==> src/rtl/mact_pkg.sv <==
package mact_pkg;

   // Default sizes of the two windows and of a stored price
   localparam int SHORT_LEN_DEF  = 16;
   localparam int LONG_LEN_DEF   = 64;
   localparam int PRICE_BITS_DEF = 32;

   // Fixed field widths
   localparam int TYPE_BITS  = 2;
   localparam int INPUT_BITS = 32;
   localparam int QTY_BITS   = 33;
   localparam int CFG_BITS   = 32;

   // Request type codes
   localparam logic [TYPE_BITS-1:0] REQ_TRADE    = 2'd0;
   localparam logic [TYPE_BITS-1:0] REQ_POSITION = 2'd1;
   localparam logic [TYPE_BITS-1:0] REQ_TICK     = 2'd2;

   // Register map
   localparam int CSR_ADDR_BITS = 4;
   localparam int CSR_DATA_BITS = 32;
   localparam logic [1:0] REG_MAX_QTY    = 2'd0;
   localparam logic [1:0] REG_BASE_QTY   = 2'd1;
   localparam logic [1:0] REG_CONTRARIAN = 2'd2;

   localparam logic [CFG_BITS-1:0] UNLIMITED_QTY = 32'hFFFF_FFFF;
   localparam logic [CFG_BITS-1:0] BASE_QTY_RST  = 32'd100;

   typedef struct packed {
      logic [CFG_BITS-1:0] max_quantity;
      logic [CFG_BITS-1:0] base_quantity;
      logic                contrarian;
   } cfg_type;

   typedef struct packed {
      logic s1_valid;   // a tick waits in the decision stage
      logic stall;      // decision stage blocked by a full output register
      logic held_sign;
   } dstat_type;

endpackage

==> src/rtl/mact_req_if.sv <==
interface mact_req_if import mact_pkg::*; ();
   logic                         valid;
   logic                         ready;
   logic [TYPE_BITS-1:0]         req_type;
   logic signed [INPUT_BITS-1:0] trade_price;
   logic signed [INPUT_BITS-1:0] position;

   modport source (output valid, req_type, trade_price, position, input ready);
   modport sink   (input valid, req_type, trade_price, position, output ready);
endinterface

==> src/rtl/mact_rsp_if.sv <==
interface mact_rsp_if import mact_pkg::*; ();
   logic                       valid;
   logic                       ready;
   logic                       order_side;
   logic signed [QTY_BITS-1:0] order_quantity;

   modport source (output valid, order_side, order_quantity, input ready);
   modport sink   (input valid, order_side, order_quantity, output ready);
endinterface

==> src/rtl/mact_csr.sv <==
module mact_csr import mact_pkg::*; (
   input  logic                     clock,
   input  logic                     reset,
   input  logic                     psel,
   input  logic                     penable,
   input  logic                     pwrite,
   input  logic [CSR_ADDR_BITS-1:0] paddr,
   input  logic [CSR_DATA_BITS-1:0] pwdata,
   output logic [CSR_DATA_BITS-1:0] prdata,
   output logic                     pready,
   output cfg_type                  cfg
);

   cfg_type    cfg_ff, cfg_in;
   logic [1:0] reg_idx;
   logic       wr_en;

   assign reg_idx = paddr[CSR_ADDR_BITS-1:2];
   assign wr_en   = psel && penable && pwrite;
   assign pready  = 1'b1;
   assign cfg     = cfg_ff;

   always_comb begin
      cfg_in = cfg_ff;
      if (wr_en) begin
         case (reg_idx)
            REG_MAX_QTY:    cfg_in.max_quantity  = pwdata;
            REG_BASE_QTY:   cfg_in.base_quantity = pwdata;
            REG_CONTRARIAN: cfg_in.contrarian    = pwdata[0];
            default:        cfg_in = cfg_ff;
         endcase
      end
   end

   always_comb begin
      case (reg_idx)
         REG_MAX_QTY:    prdata = cfg_ff.max_quantity;
         REG_BASE_QTY:   prdata = cfg_ff.base_quantity;
         REG_CONTRARIAN: prdata = {{(CSR_DATA_BITS-1){1'b0}}, cfg_ff.contrarian};
         default:        prdata = '0;
      endcase
   end

   always_ff @(posedge clock) begin
      if (reset) begin
         cfg_ff.max_quantity  <= UNLIMITED_QTY;
         cfg_ff.base_quantity <= BASE_QTY_RST;
         cfg_ff.contrarian    <= 1'b0;
      end else begin
         cfg_ff <= cfg_in;
      end
   end

endmodule

==> src/rtl/mact_ring.sv <==
module mact_ring import mact_pkg::*; #(
   parameter  int LEN        = SHORT_LEN_DEF,
   parameter  int PRICE_BITS = PRICE_BITS_DEF,
   localparam int IW         = $clog2(LEN),
   localparam int TW         = PRICE_BITS + $clog2(LEN) + 1,
   localparam int CW         = $clog2(LEN + 1)
) (
   input  logic                         clock,
   input  logic                         reset,
   input  logic                         push,
   input  logic                         push_known,
   input  logic signed [PRICE_BITS-1:0] push_price,
   output logic signed [TW-1:0]         total,
   output logic                         unknown_any
);

   // entry: {known, price}; unknown entries hold a zero price
   logic [PRICE_BITS:0]          mem [LEN];
   logic [PRICE_BITS:0]          rd_ff;
   logic [IW-1:0]                idx_ff, idx_in;
   logic                         full_ff, full_in;
   logic signed [TW-1:0]         total_ff, total_in;
   logic [CW-1:0]                unk_ff, unk_in;
   logic                         wrap;
   logic                         old_known;
   logic signed [PRICE_BITS-1:0] old_price, new_price;

   assign total       = total_ff;
   assign unknown_any = (unk_ff != '0);

   always_comb begin
      wrap    = (idx_ff == IW'(LEN - 1));
      idx_in  = idx_ff;
      full_in = full_ff;
      if (push) begin
         idx_in = wrap ? '0 : idx_ff + IW'(1);
         if (wrap) begin
            full_in = 1'b1;
         end
      end
      // until the first wrap the slot is taken as zero, known, whatever it holds
      old_known = full_ff ? rd_ff[PRICE_BITS] : 1'b1;
      old_price = full_ff ? signed'(rd_ff[PRICE_BITS-1:0]) : '0;
      new_price = push_known ? push_price : '0;
      total_in  = total_ff;
      unk_in    = unk_ff;
      if (push) begin
         total_in = total_ff - TW'(old_price) + TW'(new_price);
         unk_in   = unk_ff - CW'(!old_known) + CW'(!push_known);
      end
   end

   // Prefetch the slot that the next push overwrites. On a push the read address
   // is one past the written slot, so read and write never collide.
   always_ff @(posedge clock) begin
      rd_ff <= mem[idx_in];
      if (push) begin
         mem[idx_ff] <= {push_known, new_price};
      end
   end

   always_ff @(posedge clock) begin
      if (reset) begin
         idx_ff   <= '0;
         full_ff  <= 1'b0;
         total_ff <= '0;
         unk_ff   <= '0;
      end else begin
         idx_ff   <= idx_in;
         full_ff  <= full_in;
         total_ff <= total_in;
         unk_ff   <= unk_in;
      end
   end

endmodule

==> src/rtl/mact_decide.sv <==
module mact_decide import mact_pkg::*; #(
   parameter  int SHORT_LEN  = SHORT_LEN_DEF,
   parameter  int LONG_LEN   = LONG_LEN_DEF,
   parameter  int PRICE_BITS = PRICE_BITS_DEF,
   localparam int STW        = PRICE_BITS + $clog2(SHORT_LEN) + 1,
   localparam int LTW        = PRICE_BITS + $clog2(LONG_LEN) + 1,
   localparam int CMPW       = PRICE_BITS + $clog2(SHORT_LEN) + $clog2(LONG_LEN) + 2
) (
   input  logic                         clock,
   input  logic                         reset,
   input  logic                         tick,
   input  logic signed [INPUT_BITS-1:0] position,
   input  logic signed [STW-1:0]        short_total,
   input  logic signed [LTW-1:0]        long_total,
   input  logic                         short_unknown,
   input  logic                         long_unknown,
   input  cfg_type                      cfg,
   mact_rsp_if.source                   rsp_if,
   output dstat_type                    dstat
);

   localparam int QW = QTY_BITS + 2;
   localparam logic signed [QW-1:0] QTY_CEIL = 35'sd4294967295;

   logic                         s1_valid_ff, s1_valid_in;
   logic [INPUT_BITS-1:0]        mag_ff, mag_in;
   logic                         held_sign_ff, held_sign_in;
   logic                         out_valid_ff, out_valid_in;
   logic                         side_ff;
   logic signed [QTY_BITS-1:0]   qty_ff;
   logic                         stall, fire, trend;
   logic signed [CMPW-1:0]       lhs, rhs;
   logic signed [QW-1:0]         q_sum, q_cap, q_min, q_sat;

   assign rsp_if.valid          = out_valid_ff;
   assign rsp_if.order_side     = side_ff;
   assign rsp_if.order_quantity = qty_ff;

   assign dstat.s1_valid  = s1_valid_ff;
   assign dstat.stall     = stall;
   assign dstat.held_sign = held_sign_ff;

   always_comb begin
      // |position|; the most negative value maps to 2^31, still in 32 bits
      mag_in = position[INPUT_BITS-1] ? INPUT_BITS'(-position) : position;

      // short mean below long mean, compared without division
      lhs   = CMPW'(short_total) * $signed(CMPW'(LONG_LEN));
      rhs   = CMPW'(long_total) * $signed(CMPW'(SHORT_LEN));
      trend = (short_unknown || long_unknown) ? 1'b0 : (lhs < rhs);

      stall = s1_valid_ff && out_valid_ff && !rsp_if.ready;
      fire  = s1_valid_ff && !stall && (trend != held_sign_ff);

      q_sum = $signed({3'b000, mag_ff}) + $signed({3'b000, cfg.base_quantity});
      q_cap = $signed({3'b000, cfg.max_quantity}) - $signed({3'b000, mag_ff});
      q_min = ((cfg.max_quantity != UNLIMITED_QTY) && (q_cap < q_sum)) ? q_cap : q_sum;
      q_sat = (q_min > QTY_CEIL) ? QTY_CEIL : q_min;

      s1_valid_in  = tick || stall;
      held_sign_in = fire ? trend : held_sign_ff;
      out_valid_in = fire || (out_valid_ff && !rsp_if.ready);
   end

   always_ff @(posedge clock) begin
      if (tick) begin
         mag_ff <= mag_in;
      end
      if (fire) begin
         side_ff <= trend ^ cfg.contrarian;
         qty_ff  <= q_sat[QTY_BITS-1:0];
      end
   end

   always_ff @(posedge clock) begin
      if (reset) begin
         s1_valid_ff  <= 1'b0;
         held_sign_ff <= 1'b0;
         out_valid_ff <= 1'b0;
      end else begin
         s1_valid_ff  <= s1_valid_in;
         held_sign_ff <= held_sign_in;
         out_valid_ff <= out_valid_in;
      end
   end

endmodule

==> src/rtl/moving_average_crossover_trigger.sv <==
// Moving-average crossover trigger.
// req_if carries one item per handshake: a trade price update, a position
// update or a tick. Price and position updates only refresh held values.
// A tick pushes the last traded price into a short and a long ring (each a
// synchronous RAM with a running total) and may cause one market order on
// rsp_if when the trend sign flips: side and signed quantity.
// Throughput: one item per cycle while req_if.ready is high. A tick updates
// the ring totals at its accept edge; the decision stage compares the means in
// the next cycle; the output register, which drives rsp_if.valid, loads once free.
// The ring read of the slot to overwrite is prefetched into a register, so
// back-to-back ticks need no bubble.
// When the receiver stalls, one more tick may enter the decision stage;
// req_if.ready then drops until the output register is freed.
// Reset (synchronous, active high) empties both rings by clearing their fill
// flags, clears totals and held state and loads the register defaults: no cap,
// base quantity 100, trend side. No clearing pass is needed. The user writes
// configuration over the APB port only while the block is idle (not enforced).
module moving_average_crossover_trigger import mact_pkg::*; #(
   parameter int SHORT_LEN  = SHORT_LEN_DEF,
   parameter int LONG_LEN   = LONG_LEN_DEF,
   parameter int PRICE_BITS = PRICE_BITS_DEF
) (
   input  logic                     clock,
   input  logic                     reset,
   mact_req_if.sink                 req_if,
   mact_rsp_if.source               rsp_if,
   input  logic                     psel,
   input  logic                     penable,
   input  logic                     pwrite,
   input  logic [CSR_ADDR_BITS-1:0] paddr,
   input  logic [CSR_DATA_BITS-1:0] pwdata,
   output logic [CSR_DATA_BITS-1:0] prdata,
   output logic                     pready
);

   localparam int STW = PRICE_BITS + $clog2(SHORT_LEN) + 1;
   localparam int LTW = PRICE_BITS + $clog2(LONG_LEN) + 1;

   cfg_type                      cfg;
   dstat_type                    dstat;
   logic                         req_accept, tick;
   logic signed [PRICE_BITS-1:0] new_price;
   logic signed [PRICE_BITS-1:0] last_price_ff;
   logic                         price_known_ff;
   logic signed [INPUT_BITS-1:0] held_position_ff;
   logic signed [STW-1:0]        short_total;
   logic signed [LTW-1:0]        long_total;
   logic                         short_unknown, long_unknown;

   // Hold off every item while the decision stage is blocked
   assign req_if.ready = !dstat.stall;
   assign req_accept   = req_if.valid && req_if.ready;
   assign tick         = req_accept && (req_if.req_type == REQ_TICK);

   // Keep the low PRICE_BITS of the price, or zero extend it when PRICE_BITS is wider
   if (PRICE_BITS <= INPUT_BITS) begin : g_price_narrow
      assign new_price = req_if.trade_price[PRICE_BITS-1:0];
   end else begin : g_price_wide
      assign new_price = PRICE_BITS'(unsigned'(req_if.trade_price));
   end

   always_ff @(posedge clock) begin
      if (req_accept && (req_if.req_type == REQ_TRADE)) begin
         last_price_ff <= new_price;
      end
   end

   always_ff @(posedge clock) begin
      if (reset) begin
         price_known_ff   <= 1'b0;
         held_position_ff <= '0;
      end else begin
         if (req_accept && (req_if.req_type == REQ_TRADE)) begin
            price_known_ff <= 1'b1;
         end
         if (req_accept && (req_if.req_type == REQ_POSITION)) begin
            held_position_ff <= req_if.position;
         end
      end
   end

   mact_csr u_csr (
      .clock   (clock),
      .reset   (reset),
      .psel    (psel),
      .penable (penable),
      .pwrite  (pwrite),
      .paddr   (paddr),
      .pwdata  (pwdata),
      .prdata  (prdata),
      .pready  (pready),
      .cfg     (cfg)
   );

   // Before the first trade each tick pushes an unknown entry
   mact_ring #(.LEN(SHORT_LEN), .PRICE_BITS(PRICE_BITS)) u_short_ring (
      .clock       (clock),
      .reset       (reset),
      .push        (tick),
      .push_known  (price_known_ff),
      .push_price  (last_price_ff),
      .total       (short_total),
      .unknown_any (short_unknown)
   );

   mact_ring #(.LEN(LONG_LEN), .PRICE_BITS(PRICE_BITS)) u_long_ring (
      .clock       (clock),
      .reset       (reset),
      .push        (tick),
      .push_known  (price_known_ff),
      .push_price  (last_price_ff),
      .total       (long_total),
      .unknown_any (long_unknown)
   );

   mact_decide #(
      .SHORT_LEN  (SHORT_LEN),
      .LONG_LEN   (LONG_LEN),
      .PRICE_BITS (PRICE_BITS)
   ) u_decide (
      .clock         (clock),
      .reset         (reset),
      .tick          (tick),
      .position      (held_position_ff),
      .short_total   (short_total),
      .long_total    (long_total),
      .short_unknown (short_unknown),
      .long_unknown  (long_unknown),
      .cfg           (cfg),
      .rsp_if        (rsp_if),
      .dstat         (dstat)
   );

   // An accepted tick always reaches the decision stage
   a_tick_enters: assert property (@(posedge clock) disable iff (reset)
      tick |=> dstat.s1_valid)
      else $error("accepted tick did not enter the decision stage");

   // The held sign only moves together with an issued order
   a_sign_with_order: assert property (@(posedge clock) disable iff (reset)
      (!$past(reset) && (dstat.held_sign != $past(dstat.held_sign))) |-> rsp_if.valid)
      else $error("held sign changed without an order");

   // No order before any trade price was seen
   a_no_order_unpriced: assert property (@(posedge clock) disable iff (reset)
      !price_known_ff |-> (!rsp_if.valid && !dstat.held_sign))
      else $error("order issued before the first trade");

endmodule

==> src/flat_wrapper.sv <==
// flat-port wrapper written by rule: the top's interface ports become plain ports
module moving_average_crossover_trigger_flat import mact_pkg::*;
#(
   parameter int SHORT_LEN  = SHORT_LEN_DEF,
   parameter int LONG_LEN   = LONG_LEN_DEF,
   parameter int PRICE_BITS = PRICE_BITS_DEF
)
  (clock, reset, psel, penable, pwrite, paddr, pwdata, prdata, pready, req_if_valid, req_if_req_type, req_if_trade_price, req_if_position, req_if_ready, rsp_if_valid, rsp_if_order_side, rsp_if_order_quantity, rsp_if_ready);
  mact_req_if req_if_i ();
  mact_rsp_if rsp_if_i ();
  input  logic clock;
  input  logic reset;
  input  logic psel;
  input  logic penable;
  input  logic pwrite;
  input  logic [CSR_ADDR_BITS-1:0] paddr;
  input  logic [CSR_DATA_BITS-1:0] pwdata;
  output logic [CSR_DATA_BITS-1:0] prdata;
  output logic pready;
  input wire logic [$bits(req_if_i.valid)-1:0] req_if_valid;
  input wire logic [$bits(req_if_i.req_type)-1:0] req_if_req_type;
  input wire logic [$bits(req_if_i.trade_price)-1:0] req_if_trade_price;
  input wire logic [$bits(req_if_i.position)-1:0] req_if_position;
  output wire logic [$bits(req_if_i.ready)-1:0] req_if_ready;
  output wire logic [$bits(rsp_if_i.valid)-1:0] rsp_if_valid;
  output wire logic [$bits(rsp_if_i.order_side)-1:0] rsp_if_order_side;
  output wire logic [$bits(rsp_if_i.order_quantity)-1:0] rsp_if_order_quantity;
  input wire logic [$bits(rsp_if_i.ready)-1:0] rsp_if_ready;
  assign req_if_i.valid = req_if_valid;
  assign req_if_i.req_type = req_if_req_type;
  assign req_if_i.trade_price = req_if_trade_price;
  assign req_if_i.position = req_if_position;
  assign req_if_ready = req_if_i.ready;
  assign rsp_if_valid = rsp_if_i.valid;
  assign rsp_if_order_side = rsp_if_i.order_side;
  assign rsp_if_order_quantity = rsp_if_i.order_quantity;
  assign rsp_if_i.ready = rsp_if_ready;
  moving_average_crossover_trigger #(.SHORT_LEN(SHORT_LEN), .LONG_LEN(LONG_LEN), .PRICE_BITS(PRICE_BITS)) u_core (.clock(clock), .reset(reset), .req_if(req_if_i), .rsp_if(rsp_if_i), .psel(psel), .penable(penable), .pwrite(pwrite), .paddr(paddr), .pwdata(pwdata), .prdata(prdata), .pready(pready));
endmodule
==> config.mk <==
export PLATFORM = sky130hd
export DESIGN_NAME = moving_average_crossover_trigger_flat
export DESIGN_NICKNAME = d
export VERILOG_FILES = /design/src/rtl/mact_pkg.sv /design/src/rtl/mact_req_if.sv /design/src/rtl/mact_rsp_if.sv /design/src/rtl/mact_csr.sv /design/src/rtl/mact_ring.sv /design/src/rtl/mact_decide.sv /design/src/rtl/moving_average_crossover_trigger.sv /design/src/flat_wrapper.sv
export SDC_FILE = /design/constraint.sdc
export NUM_CORES = 2
export LEC_CHECK = 0
export BUFFER_PORTS_ARGS = -buffer_cell sky130_fd_sc_hd__buf_4
export CAP_MARGIN = 20
export CORE_MARGIN = 2
export CORE_UTILIZATION = 39
export DETAILED_ROUTE_END_ITERATION = 7
export PLACE_DENSITY = 0.6
export SLEW_MARGIN = 30
export SYNTH_ARGS = -nofsm -noshare
export SYNTH_HDL_FRONTEND = slang
export SYNTH_SLANG_ARGS = --single-unit
==> constraint.sdc <==
create_clock -name clock -period 15.91 [get_ports clock]
set_clock_uncertainty 0.15 [all_clocks]
set_input_delay 0.7955 -clock clock [delete_from_list [all_inputs] [get_ports clock]]
set_output_delay 0.7955 -clock clock [all_outputs]
set_load 0.01 [all_outputs]
==> flow_metrics.env <==
export IMPL_die_area_sq_um=325000
export IMPL_wirelength_microns=328000
export IMPL_yosysSeqAreaShare=0.701
export IMPL_synth_seq_cells=3005
export IMPL_initial_core_util=0.393
export IMPL_power_density_nw_per_um2=122
export IMPL_r2r_worst_path_cells=11
export IMPL_tritoncts="done"
export IMPL_synth_cell_types=84
export IMPL_setup_viol=0
export IMPL_cts_sinks=3005
export IMPL_whs_endpoint="u_core.held_position_ff[28]$_SDFFE_PP0P_"
export IMPL_slew_violations=0
export IMPL_cp_max_fo=62
export IMPL_fin_tns_setup_ns=0
export IMPL_final_common_cell="edfxtp_1"
export IMPL_hp_class="in2reg"
export IMPL_endpoint_kind="flip-flop"
export IMPL_final_cell_mix="2738 x edfxtp_1, 788 x mux4_2, 496 x nand2_1, 336 x buf_4, 325 x clkbuf_16"
export IMPL_rsz0062_at_grt="no"
export IMPL_irDropWorstVdd_mv=0.107
export IMPL_busiest_layer="met2"
export IMPL_async_reset_ff_frac=0
export IMPL_arrival_ns=7.24
export IMPL_final_nets=7783
export IMPL_regArea_sq_um=87600
export IMPL_clk_pin_slew_ns=0.06
export IMPL_vias=66361
export IMPL_core_area_sq_um=318000
export IMPL_hp_start="req_if_position[28]"
export IMPL_dp_cells=11147
export IMPL_grtUsageMet1=0.268
export IMPL_layout_cells_non_filler=11815
export IMPL_r2r_end="u_core.u_long_ring.rd_ff[6]$_DFF_P_"
export IMPL_start_kind="flip-flop"
export IMPL_r2r_start="u_core.u_decide.s1_valid_ff$_SDFF_PP0_"
export IMPL_cts_hold_buf=73
export IMPL_synth_edf_count=2738
export IMPL_cap_viol_max_count=0
export IMPL_rrSetupSlack_ns=9.26
export IMPL_worstSkewPairLatency_ns=0.92
export IMPL_synthFlopType="edfxtp_1"
export IMPL_gp_congestion=0.865
export IMPL_tightest_slew_ns=1.09
export IMPL_finish_utilization=0.451
export IMPL_cts_root_buffer="clkbuf_16"
export IMPL_hold_worst_slack_ns=0.0692
export IMPL_clock_path_buffers=4
export IMPL_fin_crit_ns=6.65
export IMPL_avgViaCountPerCell=5.62
export IMPL_yosys_warnings=0
export IMPL_grt_pass1_wl_microns=467000
export IMPL_ant_nets=0
export IMPL_fmax_ghz=0.150
export IMPL_area_growth_pct=14.9
export IMPL_cts_setup_buffers=0
export IMPL_crit_type="reg2reg"
export IMPL_grt_overflow_total=0
export IMPL_met2_usage=0.324
export IMPL_cts_htree_levels=5
export IMPL_period_share=0.418
export IMPL_drt_first_pass_iters=5
export IMPL_synthesis_area_sq_um=125000
export IMPL_fill_cells=26963
export IMPL_grt_usage=0.199
export IMPL_drc=0
export IMPL_drt_iter0_markers=7316
export IMPL_drt_wirelength_per_cell_microns=27.7
export IMPL_dp_hpwl_microns=181000
export IMPL_die_height_microns=570
export IMPL_std_cell_rows=207
export IMPL_syn_area_per_cell_sq_um=18.0
export IMPL_slew_headroom=0.272
export IMPL_io_buffers=174
export IMPL_outcome="complete, no violations"
export IMPL_grt_max_degree=138
export IMPL_multi_input_area_sq_um=35400
export IMPL_finalPower_mw=17.4
export IMPL_cts_buffers=318
export IMPL_finalHoldViolCount=0
export IMPL_required_ns=16.50
export IMPL_drive_gt1_frac=0.230
export IMPL_p_leak_nw=46.7
export IMPL_grt_pass1_vias=67013
export IMPL_io_pins=178
export IMPL_antenna_found_initial=22
export IMPL_syn_nets=7350
export IMPL_ctsResizeCount=0
export IMPL_whs_path_depth=3
export IMPL_postSynthCellCount=6934
export IMPL_grt_use_met3=0.0334
export IMPL_dieWidth_microns=570
## layer usage
metal	vias to the layer above	wire (microns)	share of wire
li1	28325	-	-
met1	34979	133000	0.41
met2	2524	157000	0.48
met3	529	24900	0.076
met4	4	12600	0.038
met5	-	29	0.000088
## registers in the layout (all words and copies together), names as in the netlist, 6 cells and up
register,cells
u_core.u_decide.mag_ff,32
u_core.u_long_ring.total,39
u_core.u_long_ring.idx_ff,6
u_core.u_decide.rsp_if.order_quantity,33
u_core.last_price_ff,32
u_core.u_short_ring.rd_ff,33
u_core.u_long_ring.rd_ff,33
u_core.u_short_ring.mem,528
u_core.u_short_ring.total,37
u_core.u_long_ring.mem,2112
u_core.u_long_ring.unk_ff,7
u_core.u_csr.cfg,65
u_core.held_position_ff,32
## area by class of cell
class / count / area share
sequential: 3005 / 0.610
multi-input combinational: 3252 / 0.247
clock buffer: 410 / 0.0602
tap: 4180 / 0.0364
timing repair buffer: 439 / 0.0262
clock inverter: 168 / 0.0108
inverter: 351 / 0.00920
antenna: 10 / 0.000174
## Yosys cell counts (42+ instances only)
cell type  number  area, sq um
dfxtp_1       267         5350
a31oi_1        79          494
xor2_1         48          420
nor2_1        249          935
and2_1        113          707
o21ai_0        88          440
clkbuf_1      184          691
nor3_1         42          210
a211oi_1       93          698
edfxtp_1     2738        82200
fa_1           78         1560
buf_2          86          430
ha_1          229         2870
and3_1         51          319
mux2i_1        81          811
xnor2_1       108          946
a21oi_1       269         1350
inv_1         349         1310
nand2_1       499         1870
a21o_1         60          450
mux4_2        788        17700
## per-stage QoR
| step | setup WS (ns) | cell area (sq um) |
|---|---|---|
| after CTS | 9.27 | 143000 |
| after floorplan | 10.32 | 125000 |
| after detailed placement | 8.61 | 132000 |
| final | 9.26 | 144000 |
| after global routing | 9.13 | 143000 |
| after global placement | 8.19 | 132000 |
## report_power, final
group / internal (mW) / switching, mW / total [mW]
clock: 4.20 / 3.08 / 7.28
combinational: 0.660 / 0.833 / 1.49
sequential: 8.62 / 0.0458 / 8.67
## kinds of logic (layout without fill, tap and decap cells)
family	Yosys count	count (layout)	share of synthesized area
adder cells (fa/ha/maj)	307	307	0.0354
XOR/XNOR	156	156	0.0109
flip-flops	3005	3005	0.701
multiplexers	870	870	0.149
other	1	11	0.0000300
AO/OA/AOI/OAI	776	776	0.0401
AND/OR/NAND/NOR	1142	1142	0.0424
buffers and inverters	677	1368	0.0217
## how the worst max path moves through the flow
stage	start	end	slack (ns)	cells after the start
4_1_cts	u_core.u_decide.s1_valid_ff$_SDFF_PP0_	u_core.u_long_ring.rd_ff[6]$_DFF_P_	9.27	11
5_1_grt	u_core.u_decide.mag_ff[1]$_DFFE_PP_	u_core.u_decide.rsp_if.order_quantity[2]$_SDFFCE_PN1P_	9.13	19
6_report	u_core.u_decide.s1_valid_ff$_SDFF_PP0_	u_core.u_long_ring.rd_ff[6]$_DFF_P_	9.26	11
3_3_place_gp	rsp_if_ready	u_core.u_long_ring.rd_ff[22]$_DFF_P_	8.19	13
2_1_floorplan	u_core.price_known_ff$_SDFFE_PP0P_	u_core.u_short_ring.total[36]$_SDFFE_PP0P_	10.32	15
3_5_place_dp	rsp_if_ready	u_core.u_long_ring.rd_ff[6]$_DFF_P_	8.61	12
## worst max-delay path, cell delays in order, from the launching register on
cell and delay, ns:
dfxtp_1 0.42, nand3b_2 0.20, nand4b_1 0.16, buf_4 0.71, mux2i_4 0.36, buf_4 0.69, buf_4 0.73, buf_4 0.85
mux4_2 0.43, mux4_2 0.58, a211oi_1 0.94, a31oi_1 0.10
Note: power is estimated with default switching activity, not from simulation.
